`src/design/nsf_pkg.sv`:
```
package nsf_pkg;

    localparam int BYTE_W   = 8;
    localparam int TALKER_W = 16;
    localparam int ID_W     = 32;
    localparam int CFG_IDX_W  = 3;
    localparam int CFG_DATA_W = 32;
    localparam int IDCNT_W    = 3;

    localparam logic [BYTE_W-1:0] CH_START = 8'h24;
    localparam logic [BYTE_W-1:0] CH_END   = 8'h0A;
    localparam logic [BYTE_W-1:0] CH_SEP   = 8'h2A;
    localparam logic [BYTE_W-1:0] CH_PROP  = 8'h50;

    localparam logic [BYTE_W-1:0] MAX_LENGTH_RST = 8'd82;
    localparam logic [BYTE_W-1:0] POS_MAX        = 8'hFF;

    localparam logic [CFG_IDX_W-1:0] CFG_MAX_LENGTH = 3'd0;
    localparam logic [CFG_IDX_W-1:0] CFG_ID_COUNT   = 3'd1;
    localparam logic [CFG_IDX_W-1:0] CFG_ACCEPT_ID0 = 3'd2;

    typedef enum logic [2:0] {
        ST_BYPASS  = 3'd0,
        ST_STARTED = 3'd1,
        ST_PROCESS = 3'd2,
        ST_READY   = 3'd3,
        ST_TOOBIG  = 3'd4,
        ST_SKIPPED = 3'd5,
        ST_CHKERR  = 3'd6
    } t_status;

    typedef enum logic [1:0] {
        PH_BODY = 2'd0,
        PH_HI   = 2'd1,
        PH_LO   = 2'd2,
        PH_DONE = 2'd3
    } t_phase;

    typedef enum logic {
        CMD_DATA    = 1'b0,
        CMD_RELEASE = 1'b1
    } t_command;

    function automatic logic [3:0] hex_value(input logic [BYTE_W-1:0] c);
        logic [3:0] v;
        v = 4'd0;
        if (c >= 8'h30 && c <= 8'h39) begin
            v = c[3:0];
        end else if ((c >= 8'h41 && c <= 8'h46) || (c >= 8'h61 && c <= 8'h66)) begin
            v = 4'(c[2:0] + 3'd1) + 4'd8;
        end
        return v;
    endfunction

endpackage

```
`src/design/nsf_in_if.sv`:
```
interface nsf_in_if;
    logic                       valid;
    logic                       ready;
    logic                       command;
    logic [nsf_pkg::BYTE_W-1:0] data_byte;

    modport source (output valid, command, data_byte, input ready);
    modport sink   (input valid, command, data_byte, output ready);
endinterface

```
`src/design/nsf_out_if.sv`:
```
interface nsf_out_if;
    logic                         valid;
    logic                         ready;
    nsf_pkg::t_status             status;
    logic                         write_enable;
    logic [nsf_pkg::BYTE_W-1:0]   write_position;
    logic [nsf_pkg::BYTE_W-1:0]   write_byte;
    logic [nsf_pkg::TALKER_W-1:0] talker_id;
    logic [nsf_pkg::ID_W-1:0]     sentence_id;
    logic                         proprietary;
    logic                         checksum_present;

    modport source (output valid, status, write_enable, write_position, write_byte,
                    talker_id, sentence_id, proprietary, checksum_present,
                    input ready);
    modport sink   (input valid, status, write_enable, write_position, write_byte,
                    talker_id, sentence_id, proprietary, checksum_present,
                    output ready);
endinterface

```
`src/design/nmea_sentence_framer.sv`:
```
// Channel   Dir  Payload                                     Handshake
// i_in      in   command, data_byte                          valid/ready
// o_out     out  status, write_enable, write_position,       valid/ready
//                write_byte, talker_id, sentence_id,
//                proprietary, checksum_present
// cfg       in   i_cfg_we, i_cfg_index, i_cfg_data           write only
//
// One transaction per cycle while results are taken; the result appears in the cycle after acceptance.
// Sentence state and the result register update in the accepting cycle.
// i_in.ready is low only while a held result is not being taken.
// Synchronous active-low reset clears state and config to defaults.
module nmea_sentence_framer #(
    parameter int MAX_IDS = 6
) (
    input  logic                               i_clk,
    input  logic                               i_rst_n,
    input  logic                               i_cfg_we,
    input  logic [nsf_pkg::CFG_IDX_W-1:0]      i_cfg_index,
    input  logic [nsf_pkg::CFG_DATA_W-1:0]     i_cfg_data,
    nsf_in_if.sink                             i_in,
    nsf_out_if.source                          o_out
);

    logic [nsf_pkg::BYTE_W-1:0]   r_max_length;
    logic [nsf_pkg::IDCNT_W-1:0]  r_id_count;
    logic [nsf_pkg::ID_W-1:0]     r_accept_id [MAX_IDS];

    logic                         r_ready_flag,   n_ready_flag;
    logic                         r_started,      n_started;
    logic [nsf_pkg::BYTE_W-1:0]   r_position,     n_position;
    logic [nsf_pkg::BYTE_W-1:0]   r_computed,     n_computed;
    logic [nsf_pkg::BYTE_W-1:0]   r_declared,     n_declared;
    nsf_pkg::t_phase              r_phase,        n_phase;
    logic                         r_prop,         n_prop;
    logic                         r_chk_seen,     n_chk_seen;
    logic [nsf_pkg::TALKER_W-1:0] r_talker,       n_talker;
    logic [nsf_pkg::ID_W-1:0]     r_sentence,     n_sentence;

    logic                         r_out_valid;
    nsf_pkg::t_status             r_status,       n_status;
    logic                         r_we,           n_we;
    logic [nsf_pkg::BYTE_W-1:0]   r_wpos,         n_wpos;
    logic [nsf_pkg::BYTE_W-1:0]   r_wbyte,        n_wbyte;

    logic                         accept;
    logic [nsf_pkg::BYTE_W-1:0]   b;
    logic [nsf_pkg::ID_W-1:0]     id_full;
    logic                         id_hit;
    logic [MAX_IDS-1:0]           id_match;
    logic [nsf_pkg::BYTE_W-1:0]   declared_sum;

    assign i_in.ready = !r_out_valid || o_out.ready;
    assign accept     = i_in.valid && i_in.ready;
    assign b          = i_in.data_byte;

    assign id_full      = r_sentence | {{(nsf_pkg::ID_W-nsf_pkg::BYTE_W){1'b0}}, b};
    assign declared_sum = r_declared + {4'd0, nsf_pkg::hex_value(b)};

    for (genvar g = 0; g < MAX_IDS; g++) begin : g_ids
        assign id_match[g] = (nsf_pkg::IDCNT_W'(g) < r_id_count) &&
                             (r_accept_id[g] == id_full);

        always_ff @(posedge i_clk) begin
            if (!i_rst_n) begin
                r_accept_id[g] <= '0;
            end else if (i_cfg_we &&
                         i_cfg_index == nsf_pkg::CFG_IDX_W'(nsf_pkg::CFG_ACCEPT_ID0 + g)) begin
                r_accept_id[g] <= i_cfg_data;
            end
        end
    end

    assign id_hit = |id_match;

    always_ff @(posedge i_clk) begin
        if (!i_rst_n) begin
            r_max_length <= nsf_pkg::MAX_LENGTH_RST;
            r_id_count   <= '0;
        end else if (i_cfg_we) begin
            if (i_cfg_index == nsf_pkg::CFG_MAX_LENGTH) begin
                r_max_length <= i_cfg_data[nsf_pkg::BYTE_W-1:0];
            end
            if (i_cfg_index == nsf_pkg::CFG_ID_COUNT) begin
                r_id_count <= i_cfg_data[nsf_pkg::IDCNT_W-1:0];
            end
        end
    end

    always_comb begin
        n_ready_flag = r_ready_flag;
        n_started    = r_started;
        n_position   = r_position;
        n_computed   = r_computed;
        n_declared   = r_declared;
        n_phase      = r_phase;
        n_prop       = r_prop;
        n_chk_seen   = r_chk_seen;
        n_talker     = r_talker;
        n_sentence   = r_sentence;
        n_status     = nsf_pkg::ST_BYPASS;
        n_we         = 1'b0;
        n_wpos       = '0;

        if (i_in.command == nsf_pkg::CMD_RELEASE) begin
            n_ready_flag = 1'b0;
        end else if (!r_ready_flag) begin
            if (b == nsf_pkg::CH_START) begin
                n_started  = 1'b1;
                n_status   = nsf_pkg::ST_STARTED;
                n_computed = '0;
                n_declared = '0;
                n_phase    = nsf_pkg::PH_BODY;
                n_talker   = '0;
                n_sentence = '0;
                n_prop     = 1'b0;
                n_chk_seen = 1'b0;
                n_we       = (r_max_length != '0);
                n_wpos     = '0;
                n_position = 8'd1;
            end else if (r_started) begin
                n_status = nsf_pkg::ST_PROCESS;
                n_we     = (r_position < r_max_length);
                n_wpos   = r_position;
                priority if (b == nsf_pkg::CH_END) begin
                    n_started    = 1'b0;
                    n_ready_flag = 1'b1;
                    n_status     = nsf_pkg::ST_READY;
                end else if (b == nsf_pkg::CH_SEP) begin
                    n_phase    = nsf_pkg::PH_HI;
                    n_chk_seen = 1'b1;
                end else if (r_position >= r_max_length) begin
                    n_started = 1'b0;
                    n_status  = nsf_pkg::ST_TOOBIG;
                end else begin
                    unique case (r_phase)
                        nsf_pkg::PH_BODY: begin
                            n_computed = r_computed ^ b;
                            unique case (r_position)
                                8'd1: begin
                                    if (b == nsf_pkg::CH_PROP) begin
                                        n_prop = 1'b1;
                                    end else begin
                                        n_talker = {b, 8'd0};
                                    end
                                end
                                8'd2: begin
                                    if (r_prop) begin
                                        n_sentence = {b, 24'd0};
                                    end else begin
                                        n_talker = {r_talker[15:8], b};
                                    end
                                end
                                8'd3: begin
                                    if (r_prop) begin
                                        n_sentence = r_sentence | {8'd0, b, 16'd0};
                                    end else begin
                                        n_sentence = {8'd0, b, 16'd0};
                                    end
                                end
                                8'd4: begin
                                    n_sentence = r_sentence | {16'd0, b, 8'd0};
                                end
                                8'd5: begin
                                    n_sentence = id_full;
                                    if (!id_hit) begin
                                        n_started = 1'b0;
                                        n_status  = nsf_pkg::ST_SKIPPED;
                                    end
                                end
                                default: begin
                                end
                            endcase
                        end
                        nsf_pkg::PH_HI: begin
                            n_declared = {nsf_pkg::hex_value(b), 4'd0};
                            n_phase    = nsf_pkg::PH_LO;
                        end
                        nsf_pkg::PH_LO: begin
                            n_declared = declared_sum;
                            if (r_computed != declared_sum) begin
                                n_started = 1'b0;
                                n_status  = nsf_pkg::ST_CHKERR;
                            end
                            n_phase = nsf_pkg::PH_DONE;
                        end
                        nsf_pkg::PH_DONE: begin
                        end
                        default: begin
                        end
                    endcase
                end
                if (r_position != nsf_pkg::POS_MAX) begin
                    n_position = r_position + 8'd1;
                end
            end
        end
        n_wbyte = n_we ? b : '0;
        if (!n_we) begin
            n_wpos = '0;
        end
    end

    always_ff @(posedge i_clk) begin
        if (!i_rst_n) begin
            r_ready_flag <= 1'b0;
            r_started    <= 1'b0;
            r_position   <= '0;
            r_computed   <= '0;
            r_declared   <= '0;
            r_phase      <= nsf_pkg::PH_BODY;
            r_prop       <= 1'b0;
            r_chk_seen   <= 1'b0;
            r_talker     <= '0;
            r_sentence   <= '0;
            r_out_valid  <= 1'b0;
        end else begin
            if (accept) begin
                r_ready_flag <= n_ready_flag;
                r_started    <= n_started;
                r_position   <= n_position;
                r_computed   <= n_computed;
                r_declared   <= n_declared;
                r_phase      <= n_phase;
                r_prop       <= n_prop;
                r_chk_seen   <= n_chk_seen;
                r_talker     <= n_talker;
                r_sentence   <= n_sentence;
                r_out_valid  <= 1'b1;
            end else if (o_out.ready) begin
                r_out_valid  <= 1'b0;
            end
        end
    end

    // result payload, snapshot of state after the step
    logic [nsf_pkg::TALKER_W-1:0] r_o_talker;
    logic [nsf_pkg::ID_W-1:0]     r_o_sentence;
    logic                         r_o_prop;
    logic                         r_o_chk;

    always_ff @(posedge i_clk) begin
        if (accept) begin
            r_status     <= n_status;
            r_we         <= n_we;
            r_wpos       <= n_wpos;
            r_wbyte      <= n_wbyte;
            r_o_talker   <= n_talker;
            r_o_sentence <= n_sentence;
            r_o_prop     <= n_prop;
            r_o_chk      <= n_chk_seen;
        end
    end

    assign o_out.valid            = r_out_valid;
    assign o_out.status           = r_status;
    assign o_out.write_enable     = r_we;
    assign o_out.write_position   = r_wpos;
    assign o_out.write_byte       = r_wbyte;
    assign o_out.talker_id        = r_o_talker;
    assign o_out.sentence_id      = r_o_sentence;
    assign o_out.proprietary      = r_o_prop;
    assign o_out.checksum_present = r_o_chk;

endmodule

```
`src/flat_wrapper.sv`:
```
// flat-port wrapper written by rule: the top's interface ports become plain ports
module nmea_sentence_framer_flat 
#(
    parameter int MAX_IDS = 6
)
  (i_clk, i_rst_n, i_cfg_we, i_cfg_index, i_cfg_data, i_in_valid, i_in_command, i_in_data_byte, i_in_ready, o_out_valid, o_out_status, o_out_write_enable, o_out_write_position, o_out_write_byte, o_out_talker_id, o_out_sentence_id, o_out_proprietary, o_out_checksum_present, o_out_ready);
  nsf_in_if i_in_i ();
  nsf_out_if o_out_i ();
  input  logic i_clk;
  input  logic i_rst_n;
  input  logic i_cfg_we;
  input  logic [nsf_pkg::CFG_IDX_W-1:0] i_cfg_index;
  input  logic [nsf_pkg::CFG_DATA_W-1:0] i_cfg_data;
  input wire logic [$bits(i_in_i.valid)-1:0] i_in_valid;
  input wire logic [$bits(i_in_i.command)-1:0] i_in_command;
  input wire logic [$bits(i_in_i.data_byte)-1:0] i_in_data_byte;
  output wire logic [$bits(i_in_i.ready)-1:0] i_in_ready;
  output wire logic [$bits(o_out_i.valid)-1:0] o_out_valid;
  output wire logic [$bits(o_out_i.status)-1:0] o_out_status;
  output wire logic [$bits(o_out_i.write_enable)-1:0] o_out_write_enable;
  output wire logic [$bits(o_out_i.write_position)-1:0] o_out_write_position;
  output wire logic [$bits(o_out_i.write_byte)-1:0] o_out_write_byte;
  output wire logic [$bits(o_out_i.talker_id)-1:0] o_out_talker_id;
  output wire logic [$bits(o_out_i.sentence_id)-1:0] o_out_sentence_id;
  output wire logic [$bits(o_out_i.proprietary)-1:0] o_out_proprietary;
  output wire logic [$bits(o_out_i.checksum_present)-1:0] o_out_checksum_present;
  input wire logic [$bits(o_out_i.ready)-1:0] o_out_ready;
  assign i_in_i.valid = i_in_valid;
  assign i_in_i.command = i_in_command;
  assign i_in_i.data_byte = i_in_data_byte;
  assign i_in_ready = i_in_i.ready;
  assign o_out_valid = o_out_i.valid;
  assign o_out_status = o_out_i.status;
  assign o_out_write_enable = o_out_i.write_enable;
  assign o_out_write_position = o_out_i.write_position;
  assign o_out_write_byte = o_out_i.write_byte;
  assign o_out_talker_id = o_out_i.talker_id;
  assign o_out_sentence_id = o_out_i.sentence_id;
  assign o_out_proprietary = o_out_i.proprietary;
  assign o_out_checksum_present = o_out_i.checksum_present;
  assign o_out_i.ready = o_out_ready;
  nmea_sentence_framer #(.MAX_IDS(MAX_IDS)) u_core (.i_clk(i_clk), .i_rst_n(i_rst_n), .i_cfg_we(i_cfg_we), .i_cfg_index(i_cfg_index), .i_cfg_data(i_cfg_data), .i_in(i_in_i), .o_out(o_out_i));
endmodule
```
`config.mk`:
```
export PLATFORM = sky130hd
export DESIGN_NAME = nmea_sentence_framer_flat
export DESIGN_NICKNAME = d
export VERILOG_FILES = /design/src/design/nsf_pkg.sv /design/src/design/nsf_in_if.sv /design/src/design/nsf_out_if.sv /design/src/design/nmea_sentence_framer.sv /design/src/flat_wrapper.sv
export SDC_FILE = /design/constraint.sdc
export NUM_CORES = 1
export LEC_CHECK = 0
export ABC_AREA = 1
export BUFFER_PORTS_ARGS = -buffer_cell sky130_fd_sc_hd__clkbuf_2
export CAP_MARGIN = 20
export CORE_MARGIN = 4
export CORE_UTILIZATION = 30
export DETAILED_ROUTE_END_ITERATION = 8
export PLACE_DENSITY = 0.47
export SLEW_MARGIN = 20
export SYNTH_ARGS = -nofsm -noshare
export SYNTH_HDL_FRONTEND = slang
export SYNTH_SLANG_ARGS = --single-unit
```
`constraint.sdc`:
```
create_clock -name i_clk -period 7.3 [get_ports i_clk]
set_clock_uncertainty 0.05 [all_clocks]
set_input_delay 0.365 -clock i_clk [delete_from_list [all_inputs] [get_ports i_clk]]
set_output_delay 0.365 -clock i_clk [all_outputs]
set_load 0.03 [all_outputs]
```
==> results_dict.tcl, run 1 <==
set metrics [dict create \
    yosys.cell_types.count 53 \
    timing.final.crit_share_pct 48.4 \
    crit_path_end_kind "register" \
    ios 121 \
    synthArstFlopShare_pct 0 \
    dieArea_sq_mm 0.0661 \
    drc 0 \
    rsz0062_at_grt "no" \
    cts_buffers 43 \
    drt-wirelength-per-cell_um 20.6 \
    cp_data_required_time_ps 7590 \
    cts_tree "done" \
    outcome "completed" \
    synth_edf_count 262 \
    clock_latency_ps 590 \
    ant_nets 0 \
    arrival_ps 3820 \
    design_area_sq_mm 0.0216 \
    netlist_area_sq_mm 0.0186 \
    track_usage_pct 19.8 \
    grt_pass1_vias 15200 \
    path_max_fanout 11 \
    drv_slew 0 \
    synth.net_count 2373 \
    cts_buffer_depth 3 \
    slew_headroom_pct 33.8 \
    fp.dieW_um 257 \
    numPortBuffers 120 \
    syn_avg_cell_area_sq_um 8.09 \
    drive_above_1_share_pct 11.5 \
    grt_overflow 0 \
    fmax_mhz 283 \
    yosysWarnings 0 \
    grt_pass1_wl_mm 99.6 \
    max_slew.worst_pin.slew_ps 990 \
    clock_sinks 352 \
    routabilityCongestion 0.875 \
    power_density_mw_per_mm2 238 \
    final_core_util_pct 35.0 \
    min_period_ps 3530 \
    clk_pin_slew_worst_paths_ps 50 \
    die_y_um 257 \
    antenna_found_initial 1 \
    core_area_sq_mm 0.0616 \
    dp_hpwl_mm 48.4 \
    n_antenna_cell 0 \
    row_count 91 \
    vdd_drop_max_uv 149 \
    nets 2470 \
    cts_root_buffer "clkbuf_16" \
    setup_violations 0 \
    ys_seq_elements 352 \
    yosysSeqAreaShare_pct 51.9 \
    area_growth_pct 15.8 \
    grt_start_max_net_pins 77 \
    hold_viol_final 0 \
    cts_setup_buffers 0 \
    start_kind "input pin" \
    cts_max_level 2 \
    wirelength_mm 67.5 \
    instances_no_fill 3270 \
    drv_cap 0 \
    hold_path.class "input pin to register" \
    first_pass_iters 7 \
    placed_cell_area_sq_mm 0.0200 \
    via_per_inst 4.85 \
    fin_hold_ws_ps 38.3 \
    start_util_pct 30.2 \
    p_leak_nw 9.28 \
    fill_cells 6389 \
    vias 15800 \
    synth_cells 2301 \
    place_inst 3187 \
    tns_ps 0 \
    ys_dominant_reg_cell "edfxtp_1" \
    first_iter_violations 1374 \
    crit_type "input pin to register" \
]
## stage by stage
| step | power (mW) | setup WS [ps] |
|---|---|---|
| final | 5.13 | 3770 |
| after global routing | 5.32 | 3270 |
| after CTS | 5.18 | 3800 |
| after detailed placement | 2.91 | 3200 |
| after global placement | 2.90 | 3270 |
| after floorplan | 2.69 | 3800 |
## critical path, cell delays in order
cell and delay [ps]:
clkbuf_2 230, inv_1 200, ha_1 270, inv_1 130, nor3_1 60, nor3_1 190
nand2_1 120, o21ai_0 150, o21ai_0 160, inv_1 100, ha_1 170, inv_1 60
fa_1 430, inv_1 100, nand3_1 80, nand2_1 110, nand4_1 100, nand3_1 110
nand2_1 70, a21oi_1 180, nand3_1 110, nand2_1 80, nand3_1 90, nand3_1 80
inv_1 50
## flip-flops by register name (all words and copies together) (netlist names), 2 cells and up
register	cells
u_core.r_position	8
u_core.r_id_count	3
u_core.r_accept_id	192
u_core.r_talker	16
u_core.o_out.status	3
u_core.r_sentence	32
u_core.o_out.write_position	8
u_core.o_out.sentence_id	32
u_core.o_out.write_byte	8
u_core.r_declared	8
u_core.r_computed	8
u_core.r_phase	2
u_core.r_max_length	8
u_core.o_out.talker_id	16
## worst paths after layout
check	start	end	slack [ps]	cells after the start
setup reg to reg	u_core.r_position[0]$_SDFFE_PN0P_	u_core.o_out.sentence_id[6]$_DFFE_PP_	3830	13
hold reg to reg	u_core.r_talker[15]$_SDFFE_PN0P_	u_core.r_talker[15]$_SDFFE_PN0P_	410	2
hold / removal	i_cfg_data[4]	u_core.r_max_length[4]$_SDFFE_PN1P_	40	3
setup / recovery	i_in_data_byte[0]	u_core.o_out.status[2]$_SDFFCE_PP0P_	3770	25
## kinds of logic after synthesis
group           Yosys count  share of synthesized area, %
compound gates          282                          8.04
xor+xnor                 77                          3.62
fa+ha+maj                23                          1.59
buf+inv                 400                          8.59
flops                   352                          51.9
simple gates           1167                          26.2
## layer usage
metal  GRT usage [%]  part of all wire [%]  vias up
met5               0                 0.013        -
met4            5.68                   2.8        2
met3            2.93                   5.8       99
met2            32.8                    47      548
met1            27.2                    44     7616
li1                -                     -     7583
## cells in the final DEF (no fill, tap or decap), types with 5 or more instances in the layout
cell and instances:
bufinv_16 6, nor2_2 14, nand3_1 109, xor2_1 22
inv_1 288, clkbuf_2 120, xnor2_1 55, o21ai_0 123
clkinv_2 8, nor2_4 5, o21ai_1 30, ha_1 22
a21oi_1 95, clkinv_1 11, o211ai_1 7, buf_4 19
edfxtp_1 262, nand4_1 30, clkbuf_16 43, dfxtp_1 90
nand2_1 593, nor2_1 364, nand2_2 6, inv_2 15
nor3_1 20
## synthesized netlist by cell type (30+ instances only)
library cell	n	share of area [%]
nand2_1	594	12
inv_1	288	5.8
a21oi_1	95	2.6
o21ai_1	30	0.81
nor2_1	364	7.3
o21ai_0	127	3.4
edfxtp_1	262	42
clkbuf_1	47	0.95
nand4_1	30	1.0
buf_2	36	0.97
xnor2_1	55	2.6
dfxtp_1	90	9.7
nand3_1	110	3.0
## final cells by class
class	count	area [sq um]	share of cell area, %
clock buffers	51	1150	5.32
clock inverters	29	334	1.55
inverters	310	1180	5.48
multi-input cells	1549	7410	34.4
flip-flops and latches	352	9670	44.9
well taps	837	1050	4.86
repair buffers	142	773	3.59
## power breakdown
part | internal (mW) | total [mW] | switching, mW
clock | 1.34 | 2.26 | 0.920
combinational | 0.140 | 0.527 | 0.387
sequential | 2.27 | 2.34 | 0.0704
total | 3.75 | 5.13 | 1.38
## timing repair
item | in CTS | in global routing
hold buffers | 3 | 0
hold endpoints to repair | 3 | 0
endpoints found under the setup margin | 0 | 0
resized for setup | 0 | 0
Note: power is estimated with default switching activity, not from simulation.
==> run 2, diff against run 1 <==
Settings changed: PLACE_DENSITY 0.47 to 0.49.
Clock period 7.3 ns to 3.19 ns, I/O delays scaled along.
==> run 2 against run 1 <==
Effect of this change:
- first-iteration DRC count rose by 1.7%
- cell count rose by 3.1%
- critical path type is now register to register
- via count increased by 1.5%
- final area increased by 3.5%
- core utilization up 1.2 points
- register-to-register slack worse by 3500 ps
- sequential cell count unchanged
- non-clock buffer count is 108 higher
- die area stayed put
- hold slack got worse by 20 ps
- sequential share of layout area is 1.5 points lower
- clock power rose by 110%
==> results_dict.tcl, run 2 (synthesized netlist as in run 1, its figures left out) <==
set metrics [dict create \
    dieArea_sq_mm 0.0661 \
    start_util_pct 30.2 \
    cp_data_required_time_ps 3610 \
    multi_input_area_sq_mm 0.00742 \
    setup_violations 0 \
    path_max_fanout 8 \
    crit_path_end_kind "register" \
    routabilityCongestion 0.902 \
    area_growth_pct 19.8 \
    timing.final.crit_share_pct 89.4 \
    largest_register_ffs 192 \
    start_kind "register" \
    grt_pass1_vias 15300 \
    cts_root_buffer "clkbuf_16" \
    design_area_sq_mm 0.0223 \
    fill_cells 6304 \
    instances_no_fill 3373 \
    grt_pass1_wl_mm 97.0 \
    track_usage_pct 19.3 \
    tns_ps 0 \
    ios 121 \
    min_period_ps 2850 \
    regMostFlops "u_core.r_accept_id" \
    crit_type "register to register" \
    grt_overflow 0 \
    hold-path-endpoint "u_core.r_accept_id[0][20]$_SDFFCE_PN0P_" \
    vias 16100 \
    clk_pin_slew_worst_paths_ps 60 \
    cts_setup_buffers 0 \
    clock_sinks 352 \
    nets 2576 \
    hold_path.class "input pin to register" \
    numPortBuffers 120 \
    wirelength_mm 65.8 \
    max_slew.worst_pin.slew_ps 854 \
    finalPower_mw 11.3 \
    rsz0062_at_grt "no" \
    die_y_um 257 \
    netSwitchingFraction_pct 27.6 \
    clock_latency_ps 590 \
    ant_nets 0 \
    grt_start_max_net_pins 86 \
    max_stage_delay_ps 470 \
    cp_common_cell "nand2_1" \
    drv_slew 0 \
    p_leak_nw 9.68 \
    min-delay-start "i_cfg_data[20]" \
    row_count 91 \
    crit_path_top_delay_cell "dfxtp_1" \
    seq_area_sq_mm 0.00967 \
    p_clk_share_pct 41.2 \
    cts_tree "done" \
    fmax_mhz 351 \
    p_comb_share_pct 11.5 \
    antenna_found_initial 0 \
    r2r_start "u_core.r_position[3]$_SDFFE_PN0P_" \
    vdd_drop_max_uv 341 \
    cts_buffer_depth 3 \
    fp.dieW_um 257 \
    arrival_ps 3280 \
    drv_cap 0 \
    final_common_cell "nand2_1" \
    slew_headroom_pct 42.9 \
    via_per_inst 4.77 \
    n_antenna_cell 0 \
    cts_max_level 2 \
    rr_endpoint "u_core.r_talker[2]$_SDFFE_PN0P_" \
    place_inst 3271 \
    placed_cell_area_sq_mm 0.0207 \
    p_switching_mw 3.11 \
    crit_chain "ha_1 > a21oi_1 > o21ai_1 > nand2_1 > nand3_1 > buf_4 > nor2_1 > nand4_4 > nand2_1 > nand2_1 > nand2_1 > o21ai_1 > o21ai_0 > inv_1" \
    r2r_slack_ps 340 \
    worstRegToRegCells 14 \
    layout_common_cells "nand2_1 (593), nor2_1 (363), inv_1 (288)" \
    drive_above_1_share_pct 14.1 \
    fin_hold_ws_ps 18.0 \
    power_density_mw_per_mm2 506 \
    cts_buffers 41 \
    first_pass_iters 5 \
    core_area_sq_mm 0.0616 \
    drt-wirelength-per-cell_um 19.5 \
    outcome "completed" \
    drc 0 \
    min_path_cells 3 \
    hold_viol_final 0 \
    internal-power_mw 8.16 \
    first_iter_violations 1398 \
    seq_power_share_pct 47.3 \
    dp_hpwl_mm 48.1 \
]
run 2: changes by cell type in the layout (fill, tap and decap cells not counted), moves of 3 or more:
cell,delta
buf_12,+3
buf_4,+81
bufinv_16,-4
clkbuf_8,-3
dlygate4sd3_1,+24
run 2: metal layers:
| layer | wire (um) | track usage [%] | part of all wire (%) |
|---|---|---|---|
| met3 | 4210 | 3.30 | 6.4 |
| met5 | 0 | 0 | 0 |
| met1 | 29200 | 26.5 | 44 |
| met2 | 29900 | 31.0 | 45 |
| met4 | 2460 | 6.94 | 3.7 |
run 2: stage by stage:
step | utilization [%] | setup WS (ps)
floorplan | - | 29.7
global placement | 33.6 | -253
detailed placement | 33.6 | -323
CTS | 36.2 | 272
global route | 36.2 | 21.1
finish | 36.2 | 339
run 2: final cells by class:
class | instances | area share, %
flip-flops and latches | 352 | 43.4
multi-input cells | 1549 | 33.3
repair buffers | 250 | 7.54
inverters | 310 | 5.30
clock buffers | 48 | 4.76
well taps | 837 | 4.70
clock inverters | 27 | 1.09
run 2: power groups by stage:
stage	clock (mW)	combinational, mW	sequential [mW]
3_5_place_dp	0	1.27	5.43
5_1_grt	4.93	1.43	5.35
2_1_floorplan	0	0.670	5.50
6_report	4.65	1.30	5.33
3_3_place_gp	0	1.27	5.42
4_1_cts	4.76	1.30	5.33
run 2: worst max path at each step:
stage	endpoint	start
final	u_core.r_talker[2]$_SDFFE_PN0P_	u_core.r_position[3]$_SDFFE_PN0P_
after floorplan	u_core.o_out.status[2]$_SDFFCE_PP0P_	i_in_data_byte[0]
after detailed placement	u_core.o_out.status[2]$_SDFFCE_PP0P_	i_in_data_byte[0]
after global placement	u_core.o_out.status[2]$_SDFFCE_PP0P_	i_in_data_byte[0]
after global routing	u_core.o_out.status[2]$_SDFFCE_PP0P_	i_in_data_byte[1]
after CTS	u_core.r_talker[6]$_SDFFE_PN0P_	u_core.r_position[3]$_SDFFE_PN0P_
run 2: timing repair:
action / in CTS / in global routing
endpoints found under the setup margin: 0 / 5
resized for setup: 0 / 3
hold buffers: 27 / 0
endpoints found under the hold margin: 127 / 0
run 2: worst max-delay path: cells and delay by family, from the launching register on:
family	cells	cell delay [ps]
flip-flops	1	470
AND/OR/NAND/NOR	7	1120
adder cells (fa/ha/maj)	1	300
buffers and inverters	2	290
AO/OA/AOI/OAI	4	500
==> run 3, diff against run 2 <==
Settings changed: CORE_MARGIN 4 to default.
==> run 3 against run 2 <==
Effect of this change:
- core utilization is 0.51 points higher
- sequential power hardly changed
- register-to-register slack better by 40 ps
- total power is 2.8% higher
- non-clock buffer count is 4 higher
- routed wire length hardly changed
- sequential share of layout area hardly changed
- die area is 4.6% lower
- sequential cell count stayed put
- clock-buffer cell count is 6 higher
- maximum frequency is 1.3% higher
- combinational power hardly changed
==> results_dict.tcl, run 3 (synthesized netlist as in run 1, its figures left out) <==
set metrics [dict create \
    routabilityCongestion 0.908 \
    start_util_pct 30.6 \
    max_stage_delay_ps 430 \
    vdd_drop_max_uv 294 \
    cts_max_level 2 \
    cp_data_required_time_ps 3490 \
    drv_slew 0 \
    dp_hpwl_mm 48.3 \
    top_layer "met4" \
    vias 16100 \
    finalPower_mw 11.6 \
    n_antenna_cell 0 \
    ios 121 \
    antenna_found_initial 0 \
    drt-wirelength-per-cell_um 19.8 \
    fill_cells 6252 \
    cts_tree "done" \
    hold_path.class "input pin to register" \
    clock_sinks 352 \
    met1_length_mm 29.0 \
    track_usage_pct 20.6 \
    slew_headroom_pct 42.9 \
    clk_pin_slew_worst_paths_ps 60 \
    ant_nets 0 \
    drv_cap 0 \
    die_y_um 251 \
    wirelength_mm 65.7 \
    core_area_sq_mm 0.0608 \
    area_growth_pct 19.9 \
    nets 2581 \
    crit_path_top_delay_cell "fa_1" \
    grt_overflow 0 \
    via_per_inst 4.84 \
    place_ws_ps -334 \
    drive_above_1_share_pct 14.2 \
    first_pass_iters 7 \
    rsz0062_at_grt "no" \
    grt_pass1_vias 15200 \
    regMostFlops "u_core.r_accept_id" \
    clock_latency_ps 590 \
    crit_path_end_kind "register" \
    fp.dieW_um 251 \
    grt_start_max_net_pins 54 \
    crit_type "input pin to register" \
    cts_root_buffer "clkbuf_16" \
    numPortBuffers 120 \
    placed_cell_area_sq_mm 0.0206 \
    design_area_sq_mm 0.0223 \
    wl_met3_mm 4.39 \
    outcome "completed" \
    grt_pass1_wl_mm 96.7 \
    fmax_mhz 355 \
    setup_violations 0 \
    min_period_ps 2820 \
    cts_buffer_depth 3 \
    hold_viol_final 0 \
    path_max_fanout 6 \
    largest_register_ffs 192 \
    max_slew.worst_pin.slew_ps 853 \
    dieArea_sq_mm 0.0631 \
    first_iter_violations 1487 \
    arrival_ps 3110 \
    final_common_cell "nand2_1" \
    cts_setup_buffers 0 \
    layout_common_cells "nand2_1 (593), nor2_1 (363), inv_1 (288)" \
    power_density_mw_per_mm2 519 \
    drc 0 \
    start_kind "input pin" \
    row_count 90 \
    cts_buffers 42 \
    p_leak_nw 9.77 \
    setup_slack_ps 374 \
    met2_length_mm 30.6 \
    timing.final.crit_share_pct 88.3 \
]
[run 3: changes by cell type in the layout (fill, tap and decap cells not counted), sizes merged]
cell and change:
clkinvlp -2, clkbuf +6, inv -1, clkinv -6, bufinv +3, buf +3
dlygate4sd3 +1
[run 3: worst max-delay path, delay by kind of cell]
family	cells	cell delay (ps)
AO/OA/AOI/OAI	5	650
buffers and inverters	7	650
adder cells (fa/ha/maj)	3	770
AND/OR/NAND/NOR	10	920
[run 3: metrics by stage]
stage / setup TNS [ps] / hold WS [ps] / utilization, % / instances
finish: 0 / 18.4 / 36.7 / 3322
global route: 0 / 38.2 / 36.7 / 3322
CTS: 0 / 1.12 / 36.7 / 3322
detailed placement: -590 / 384 / 33.9 / 3219
global placement: -554 / 375 / 33.9 / 3219
floorplan: 0 / 206 / - / 2301
[run 3: cell type report]
class,count,area (sq um),share of cell area [%]
Sequential cell,352,9670,43.3
Tap cell,782,978,4.38
Inverter,310,1180,5.29
Timing Repair Buffer,254,1690,7.56
Clock inverter,21,295,1.32
Clock buffer,54,1110,4.95
Multi-Input combinational cell,1549,7410,33.2
[run 3: repair_timing]
| item | in CTS | in global routing |
|---|---|---|
| hold endpoints to repair | 127 | 0 |
| endpoints found under the setup margin | 0 | 2 |
| resized for setup | 0 | 3 |
| hold buffers | 28 | 0 |
[run 3: final timing paths]
check,start,endpoint,slack (ps),depth (start not counted)
max,i_in_data_byte[0],u_core.o_out.status[2]$_SDFFCE_PP0P_,370,25
min reg2reg,u_core.r_talker[15]$_SDFFE_PN0P_,u_core.r_talker[15]$_SDFFE_PN0P_,420,2
max reg2reg,u_core.r_position[3]$_SDFFE_PN0P_,u_core.o_out.talker_id[15]$_DFFE_PP_,380,14
min,i_cfg_data[3],u_core.r_max_length[3]$_SDFFE_PN0P_,20,3
[run 3: report_power, final]
| group | internal, mW | total, mW | switching, mW |
|---|---|---|---|
| logic | 0.391 | 1.30 | 0.914 |
| clock network | 2.89 | 4.95 | 2.06 |
| registers | 5.19 | 5.34 | 0.145 |
[run 3: per-layer routing]
| layer | global-route usage (%) | vias to the layer above |
|---|---|---|
| li1 | - | 7795 |
| met1 | 28.2 | 7649 |
| met2 | 34.1 | 556 |
| met3 | 2.65 | 88 |
| met4 | 5.77 | 0 |
| met5 | 0 | - |
